===== config.mk =====
export PLATFORM = sky130hd
export DESIGN_NAME = sha256_stream_hasher_top
export DESIGN_NICKNAME = d
export VERILOG_FILES = /design/src/design/sha256_pkg.sv /design/src/design/sha256_stream_hasher_top.sv
export SDC_FILE = /design/constraint.sdc
export NUM_CORES = 2
export LEC_CHECK = 0
export BUFFER_PORTS_ARGS = -buffer_cell sky130_fd_sc_hd__buf_2
export CORE_AREA = 3 3 383 385
export DETAILED_ROUTE_END_ITERATION = 10
export DIE_AREA = 0 0 386 388
export PLACE_DENSITY = 0.69
export SYNTH_ARGS = -nofsm -noshare
export SYNTH_HDL_FRONTEND = slang
export SYNTH_SLANG_ARGS = --single-unit

===== constraint.sdc =====
create_clock -name i_clk -period 113.7 [get_ports i_clk]
set_input_delay 28.425 -clock i_clk [delete_from_list [all_inputs] [get_ports i_clk]]
set_output_delay 28.425 -clock i_clk [all_outputs]
set_load 0.02 [all_outputs]

===== src/design/sha256_pkg.sv =====
// Shared types, codes and constants for the SHA-256 stream hasher.
// Holds the round constant table, initial hash value and round functions.
// No dependencies.
package sha256_pkg;

    localparam logic OP_ABSORB = 1'b0;
    localparam logic OP_FINISH = 1'b1;

    localparam int BLOCK_BYTES = 64;
    localparam int HASH_WORDS  = 8;

    typedef enum logic [2:0] {
        ST_IDLE,
        ST_PAD,
        ST_LEN,
        ST_COMP,
        ST_ADD,
        ST_OUT
    } t_state;

    typedef logic [31:0] t_word;

    localparam t_word IV [HASH_WORDS] = '{
        32'h6a09e667, 32'hbb67ae85, 32'h3c6ef372, 32'ha54ff53a,
        32'h510e527f, 32'h9b05688c, 32'h1f83d9ab, 32'h5be0cd19
    };

    function automatic t_word round_k(input logic [5:0] idx);
        t_word k;
        case (idx)
            6'd0:  k = 32'h428a2f98;  6'd1:  k = 32'h71374491;
            6'd2:  k = 32'hb5c0fbcf;  6'd3:  k = 32'he9b5dba5;
            6'd4:  k = 32'h3956c25b;  6'd5:  k = 32'h59f111f1;
            6'd6:  k = 32'h923f82a4;  6'd7:  k = 32'hab1c5ed5;
            6'd8:  k = 32'hd807aa98;  6'd9:  k = 32'h12835b01;
            6'd10: k = 32'h243185be;  6'd11: k = 32'h550c7dc3;
            6'd12: k = 32'h72be5d74;  6'd13: k = 32'h80deb1fe;
            6'd14: k = 32'h9bdc06a7;  6'd15: k = 32'hc19bf174;
            6'd16: k = 32'he49b69c1;  6'd17: k = 32'hefbe4786;
            6'd18: k = 32'h0fc19dc6;  6'd19: k = 32'h240ca1cc;
            6'd20: k = 32'h2de92c6f;  6'd21: k = 32'h4a7484aa;
            6'd22: k = 32'h5cb0a9dc;  6'd23: k = 32'h76f988da;
            6'd24: k = 32'h983e5152;  6'd25: k = 32'ha831c66d;
            6'd26: k = 32'hb00327c8;  6'd27: k = 32'hbf597fc7;
            6'd28: k = 32'hc6e00bf3;  6'd29: k = 32'hd5a79147;
            6'd30: k = 32'h06ca6351;  6'd31: k = 32'h14292967;
            6'd32: k = 32'h27b70a85;  6'd33: k = 32'h2e1b2138;
            6'd34: k = 32'h4d2c6dfc;  6'd35: k = 32'h53380d13;
            6'd36: k = 32'h650a7354;  6'd37: k = 32'h766a0abb;
            6'd38: k = 32'h81c2c92e;  6'd39: k = 32'h92722c85;
            6'd40: k = 32'ha2bfe8a1;  6'd41: k = 32'ha81a664b;
            6'd42: k = 32'hc24b8b70;  6'd43: k = 32'hc76c51a3;
            6'd44: k = 32'hd192e819;  6'd45: k = 32'hd6990624;
            6'd46: k = 32'hf40e3585;  6'd47: k = 32'h106aa070;
            6'd48: k = 32'h19a4c116;  6'd49: k = 32'h1e376c08;
            6'd50: k = 32'h2748774c;  6'd51: k = 32'h34b0bcb5;
            6'd52: k = 32'h391c0cb3;  6'd53: k = 32'h4ed8aa4a;
            6'd54: k = 32'h5b9cca4f;  6'd55: k = 32'h682e6ff3;
            6'd56: k = 32'h748f82ee;  6'd57: k = 32'h78a5636f;
            6'd58: k = 32'h84c87814;  6'd59: k = 32'h8cc70208;
            6'd60: k = 32'h90befffa;  6'd61: k = 32'ha4506ceb;
            6'd62: k = 32'hbef9a3f7;  6'd63: k = 32'hc67178f2;
            default: k = 32'h00000000;
        endcase
        return k;
    endfunction

    function automatic t_word big_sigma0(input t_word x);
        return {x[1:0], x[31:2]} ^ {x[12:0], x[31:13]} ^ {x[21:0], x[31:22]};
    endfunction

    function automatic t_word big_sigma1(input t_word x);
        return {x[5:0], x[31:6]} ^ {x[10:0], x[31:11]} ^ {x[24:0], x[31:25]};
    endfunction

    function automatic t_word small_sigma0(input t_word x);
        return {x[6:0], x[31:7]} ^ {x[17:0], x[31:18]} ^ {3'b000, x[31:3]};
    endfunction

    function automatic t_word small_sigma1(input t_word x);
        return {x[16:0], x[31:17]} ^ {x[18:0], x[31:19]} ^ {10'b0, x[31:10]};
    endfunction

endpackage


===== src/design/sha256_stream_hasher_top.sv =====
// SHA-256 stream hasher: byte-wide absorb, one round per cycle on a shared round unit.
// Absorb: bytes are taken while idle; the 64th byte of a block starts its compression.
// Finish: 0x80 and zero pad to byte 56 (a block without room is compressed first), then
// the 64-bit bit length, compression, and eight digest words, one per unstalled cycle.
// Depends on sha256_pkg for state codes, round constants and round functions.
// Synchronous active-low reset loads the initial hash value and clears counts.
module sha256_stream_hasher_top (
    input  logic        i_clk,
    input  logic        i_rst_n,
    input  logic        i_valid,
    output logic        o_stall,
    input  logic        i_op,
    input  logic [7:0]  i_data_byte,
    output logic        o_valid,
    input  logic        i_stall,
    output logic [31:0] o_digest_word,
    output logic [2:0]  o_word_index,
    output logic        o_last_word
);

    sha256_pkg::t_state r_state, n_state;
    sha256_pkg::t_state r_ret, n_ret;

    sha256_pkg::t_word r_hash [sha256_pkg::HASH_WORDS];
    sha256_pkg::t_word n_hash [sha256_pkg::HASH_WORDS];
    sha256_pkg::t_word r_v    [sha256_pkg::HASH_WORDS];
    sha256_pkg::t_word n_v    [sha256_pkg::HASH_WORDS];

    logic [511:0] r_line, n_line;
    logic [5:0]   r_cnt, n_cnt;
    logic [5:0]   r_round, n_round;
    logic [63:0]  r_msg_bits, n_msg_bits;
    logic [63:0]  r_len, n_len;
    logic         r_first, n_first;
    logic [2:0]   r_idx, n_idx;

    logic         in_acc;
    logic         out_acc;
    sha256_pkg::t_word w0, w1, w9, w14, w_next, t1, t2;
    logic [7:0]   pad_byte;

    assign o_stall       = (r_state != sha256_pkg::ST_IDLE);
    assign o_valid       = (r_state == sha256_pkg::ST_OUT);
    assign o_digest_word = r_hash[r_idx];
    assign o_word_index  = r_idx;
    assign o_last_word   = (r_idx == 3'd7);

    assign in_acc  = i_valid && !o_stall;
    assign out_acc = o_valid && !i_stall;

    assign w0  = r_line[511:480];
    assign w1  = r_line[479:448];
    assign w9  = r_line[223:192];
    assign w14 = r_line[63:32];
    assign w_next = sha256_pkg::small_sigma1(w14) + w9 + sha256_pkg::small_sigma0(w1) + w0;

    assign t1 = r_v[7] + sha256_pkg::big_sigma1(r_v[4])
              + ((r_v[4] & r_v[5]) ^ (~r_v[4] & r_v[6]))
              + sha256_pkg::round_k(r_round) + w0;
    assign t2 = sha256_pkg::big_sigma0(r_v[0])
              + ((r_v[0] & r_v[1]) ^ (r_v[0] & r_v[2]) ^ (r_v[1] & r_v[2]));

    assign pad_byte = r_first ? 8'h80 : 8'h00;

    always_ff @(posedge i_clk) begin
        if (!i_rst_n) begin
            r_state    <= sha256_pkg::ST_IDLE;
            r_ret      <= sha256_pkg::ST_IDLE;
            r_hash     <= sha256_pkg::IV;
            r_cnt      <= '0;
            r_round    <= '0;
            r_msg_bits <= '0;
            r_first    <= 1'b0;
            r_idx      <= '0;
        end else begin
            r_state    <= n_state;
            r_ret      <= n_ret;
            r_hash     <= n_hash;
            r_cnt      <= n_cnt;
            r_round    <= n_round;
            r_msg_bits <= n_msg_bits;
            r_first    <= n_first;
            r_idx      <= n_idx;
        end
    end

    always_ff @(posedge i_clk) begin
        r_line <= n_line;
        r_len  <= n_len;
        r_v    <= n_v;
    end

    always_comb begin
        n_state    = r_state;
        n_ret      = r_ret;
        n_hash     = r_hash;
        n_v        = r_v;
        n_line     = r_line;
        n_cnt      = r_cnt;
        n_round    = r_round;
        n_msg_bits = r_msg_bits;
        n_len      = r_len;
        n_first    = r_first;
        n_idx      = r_idx;
        case (r_state)
            sha256_pkg::ST_IDLE: begin
                if (in_acc) begin
                    if (i_op == sha256_pkg::OP_ABSORB) begin
                        n_line = {r_line[503:0], i_data_byte};
                        n_cnt  = r_cnt + 6'd1;
                        if (r_cnt == 6'd63) begin
                            n_msg_bits = r_msg_bits + 64'd512;
                            n_v        = r_hash;
                            n_round    = '0;
                            n_ret      = sha256_pkg::ST_IDLE;
                            n_state    = sha256_pkg::ST_COMP;
                        end
                    end else begin
                        n_len   = r_msg_bits + {55'd0, r_cnt, 3'b000};
                        n_first = 1'b1;
                        n_state = sha256_pkg::ST_PAD;
                    end
                end
            end
            sha256_pkg::ST_PAD: begin
                n_line  = {r_line[503:0], pad_byte};
                n_first = 1'b0;
                n_cnt   = r_cnt + 6'd1;
                if (r_cnt == 6'd63) begin
                    n_v     = r_hash;
                    n_round = '0;
                    n_ret   = sha256_pkg::ST_PAD;
                    n_state = sha256_pkg::ST_COMP;
                end else if (r_cnt == 6'd55) begin
                    n_state = sha256_pkg::ST_LEN;
                end
            end
            sha256_pkg::ST_LEN: begin
                n_line = {r_line[503:0], r_len[63:56]};
                n_len  = {r_len[55:0], 8'h00};
                n_cnt  = r_cnt + 6'd1;
                if (r_cnt == 6'd63) begin
                    n_v     = r_hash;
                    n_round = '0;
                    n_ret   = sha256_pkg::ST_OUT;
                    n_state = sha256_pkg::ST_COMP;
                end
            end
            sha256_pkg::ST_COMP: begin
                n_line  = {r_line[479:0], w_next};
                n_v[7]  = r_v[6];
                n_v[6]  = r_v[5];
                n_v[5]  = r_v[4];
                n_v[4]  = r_v[3] + t1;
                n_v[3]  = r_v[2];
                n_v[2]  = r_v[1];
                n_v[1]  = r_v[0];
                n_v[0]  = t1 + t2;
                n_round = r_round + 6'd1;
                if (r_round == 6'd63) begin
                    n_state = sha256_pkg::ST_ADD;
                end
            end
            sha256_pkg::ST_ADD: begin
                for (int i = 0; i < sha256_pkg::HASH_WORDS; i++) begin
                    n_hash[i] = r_hash[i] + r_v[i];
                end
                n_idx   = '0;
                n_state = r_ret;
            end
            sha256_pkg::ST_OUT: begin
                if (!i_stall) begin
                    if (r_idx == 3'd7) begin
                        n_hash     = sha256_pkg::IV;
                        n_cnt      = '0;
                        n_msg_bits = '0;
                        n_idx      = '0;
                        n_state    = sha256_pkg::ST_IDLE;
                    end else begin
                        n_idx = r_idx + 3'd1;
                    end
                end
            end
            default: begin
                n_state = sha256_pkg::ST_IDLE;
            end
        endcase
    end

    a_block_wrapped: assert property (@(posedge i_clk) disable iff (!i_rst_n)
        (r_state == sha256_pkg::ST_COMP || r_state == sha256_pkg::ST_ADD) |-> (r_cnt == 6'd0))
        else $error("pending count not wrapped during compression");

    a_len_tail: assert property (@(posedge i_clk) disable iff (!i_rst_n)
        (r_state == sha256_pkg::ST_LEN) |-> (r_cnt >= 6'd56))
        else $error("length bytes outside block tail");

    a_restart: assert property (@(posedge i_clk) disable iff (!i_rst_n)
        (out_acc && o_last_word) |=>
            (r_state == sha256_pkg::ST_IDLE && r_msg_bits == 64'd0 &&
             r_hash[0] == sha256_pkg::IV[0] && r_cnt == 6'd0))
        else $error("state not restored after digest");

    a_first_word: assert property (@(posedge i_clk) disable iff (!i_rst_n)
        $rose(o_valid) |-> (o_word_index == 3'd0))
        else $error("digest does not start at word zero");

endmodule


==> results.py <==
metrics = {
    "status": {
        "status": "completed",
    },
    "global_route": {
        "antenna_found_initial": 7,
        "grt_overflow_total": 0,
        "grt_usage": 0.322,
        "first_global_vias": 59000,
        "grt_max_degree": 233,
        "grt_pass1_wl_mm": 368,
    },
    "floorplan": {
        "initial_utilization": 0.539,
        "row_count": 139,
        "num_io_pins": 51,
        "core_um2": 143000,
        "die_w_um": 386,
        "dieArea_um2": 150000,
        "die_h_um": 388,
    },
    "clock_tree": {
        "cts_setup_buffers": 0,
        "hold_buffers": 0,
        "path_clk_slew_ns": 0.06,
        "worstSkewPairLatency_ns": 0.81,
        "cts_tree": "built",
        "cts_buffer_depth": 3,
        "clkSinkCount": 1193,
        "clockRootBuffer": "clkbuf_16",
        "cts_buffers": 136,
        "postCtsResizedCells": 0,
        "cts_htree_levels": 4,
    },
    "critical_path": {
        "required_ns": 85.28,
        "cpPeakStageDelay_ns": 0.83,
        "critPathMaxFanout": 40,
        "cp_top_family": "multiplexers",
        "cp-start-kind": "register",
        "crit_path_end_kind": "primary output",
        "cp.arrival_ns": 3.81,
        "slowest_stage": "buf_4",
        "setup.worst_path.class": "register to primary output",
        "crit_buf_inv": 2,
        "path_cells": "buf_4, mux4_2, mux2_2, buf_2",
    },
    "timing": {
        "rsz0062_at_grt": "false",
        "worstMarginPinSlew_ns": 1.40,
        "finalCritPeriodShare": 0.284,
        "hold_viol": 0,
        "slew_headroom": 0.0561,
        "tns_ns": 0,
        "drv_slew": 0,
        "min_period_ns": 32.23,
        "clock.fmax_mhz": 31.0,
        "fin_skew_ns": 0.0283,
        "setup_viol": 0,
    },
    "route": {
        "routed_wl_mm": 244,
        "drc": 0,
        "drt_pass1_iterations": 6,
        "vias": 62500,
        "drtIter0Drc": 7116,
        "ant_nets": 0,
        "vias_per_cell": 6.09,
        "wl_per_cell_um": 23.8,
    },
    "yosys": {
        "synth_most_common_cell": "nand2_1",
        "synth_edf_count": 829,
        "synth_top_area_frac": 0.322,
        "synthXorXnorAreaFrac": 0.0697,
        "ys_types": 107,
        "syn_area_per_cell_um2": 9.12,
        "synth.mux.area_fraction": 0.0374,
        "seq_area_frac_synth": 0.416,
        "synth-main-ff-cell": "edfxtp_1",
        "syn_area_um2": 77300,
        "synthTopCellsByArea": "edfxtp_1 (32%), nand2_1 (11%), dfxtp_1 (9.4%)",
        "synth-compound-area-share": 0.140,
        "netlist_instances": 8473,
        "syn-num-nets": 9075,
        "async_flop_share": 0,
        "synth_common_cells": "nand2_1 (2331), edfxtp_1 (829), o21ai_0 (449), inv_1 (425), nor2_1 (413)",
        "synthSimpleGateAreaFrac": 0.174,
        "synth_top_family_by_area": "simple AND/OR/NAND/NOR gates",
        "yosys_warnings": 0,
        "synthAdderAreaFrac": 0.118,
        "synth_area_leader_cell": "edfxtp_1",
        "ys_ff_latch": 1193,
    },
    "power": {
        "leakage_nw": 34.6,
        "power_density_nw_per_um2": 28.5,
        "vdd_drop_max_mv": 0.0370,
    },
    "final_layout": {
        "drive_above_1_share": 0.0699,
        "n_fill_cell": 12400,
        "final_cells": 10300,
        "syn_to_final_growth_pct": 7.78,
        "nNetsFinal": 8848,
    },
    "worst_hold_path": {
        "hp-class": "register to register",
    },
    "flow_run": {
        "cap_violations": 0,
    },
    "placement": {
        "dpl.hpwl_mm": 171,
        "io_buffers": 50,
        "place_congestion": 0.973,
        "dp_cells": 10000,
    },
}
-- final timing paths --
kind                           startpoint  cells past startpoint  slack, ns                       end
min              r_hash[160]$_SDFFE_PN0P_                      2       0.50  r_hash[160]$_SDFFE_PN0P_
min reg2reg      r_hash[160]$_SDFFE_PN0P_                      2       0.50  r_hash[160]$_SDFFE_PN0P_
max reg2reg            r_v[123]$_DFFE_PP_                     31     104.14        r_v[255]$_DFFE_PP_
max          o_word_index[0]$_SDFFE_PN0P_                      4      81.47         o_digest_word[21]
-- worst reg2reg max path, delay by kind of cell (launching register included) --
family | cells | cell delay, ns
AO/OA/AOI/OAI | 16 | 4.32
adder cells (fa/ha/maj) | 6 | 2.72
XOR/XNOR | 5 | 1.09
flip-flops | 1 | 0.70
multiplexers | 1 | 0.27
buffers and inverters | 3 | 0.20
-- per-stage QoR --
stage               hold slack, ns  total power, mW  area (um2)   util  worst slack, ns
floorplan                    0.453             1.56       77300      -            58.01
global placement             0.470             1.86       78700  0.548            80.82
detailed placement           0.490             1.88       78700  0.548            80.80
CTS                          0.498             2.35       83300  0.580            81.40
global route                 0.529             2.53       83300  0.580            81.18
finish                       0.496             2.37       83300  0.580            81.47
-- kinds of logic after synthesis --
family,after synthesis
xor+xnor,615
compound gates,1679
fa+ha+maj,619
simple gates,3265
mux,194
flops,1193
buf+inv,908
-- report_power, final --
part / internal, mW / total [mW] / leakage, nW / switching, mW
sequential: 0.544 / 0.590 / 10.8 / 0.0453
clock: 0.260 / 0.454 / 2.24 / 0.194
combinational: 0.510 / 1.33 / 21.6 / 0.817
-- cell type report --
cell class              instances  area (um2)  share of cell area
diodes                          1        2.50           0.0000300
clock buffers                 176        3690              0.0443
clock inverters                73         901              0.0108
inverters                     429        1620              0.0195
multi-input cells            6372       41700               0.501
flip-flops and latches       1193       32200               0.386
well taps                    1903        2380              0.0286
repair buffers                114         796             0.00955
-- sequential cells by signal, summed over array words and instances, names as in the netlist, named ones only --
name	cells
r_first	1
r_v	256
r_ret	2
r_msg_bits	55
r_round	6
r_state	3
r_cnt	6
o_word_index	3
r_line	512
r_len	61
r_hash	256
-- routing by layer --
metal	up-vias	part of all wire	global-route usage
li1	28800	-	-
met1	30100	0.43	0.468
met2	3033	0.42	0.459
met3	582	0.11	0.0759
met4	4	0.049	0.135
met5	-	0.00011	0
-- cells in the final DEF, fill, tap and decap left out, types with 60 or more instances in the layout --
cell type and instances:
a21o_1 173, a21oi_1 387, a22oi_1 71, buf_4 60
clkbuf_16 138, dfxtp_1 361, edfxtp_1 829, fa_1 195
ha_1 394, inv_1 423, mux2_2 115, mux4_2 64
nand2_1 2326, nand3_1 133, nor2_1 409, nor3_1 73
o21a_1 62, o21ai_0 449, o22ai_1 84, xnor2_1 363
xor2_1 252
Power figures use the tool's default switching activity.
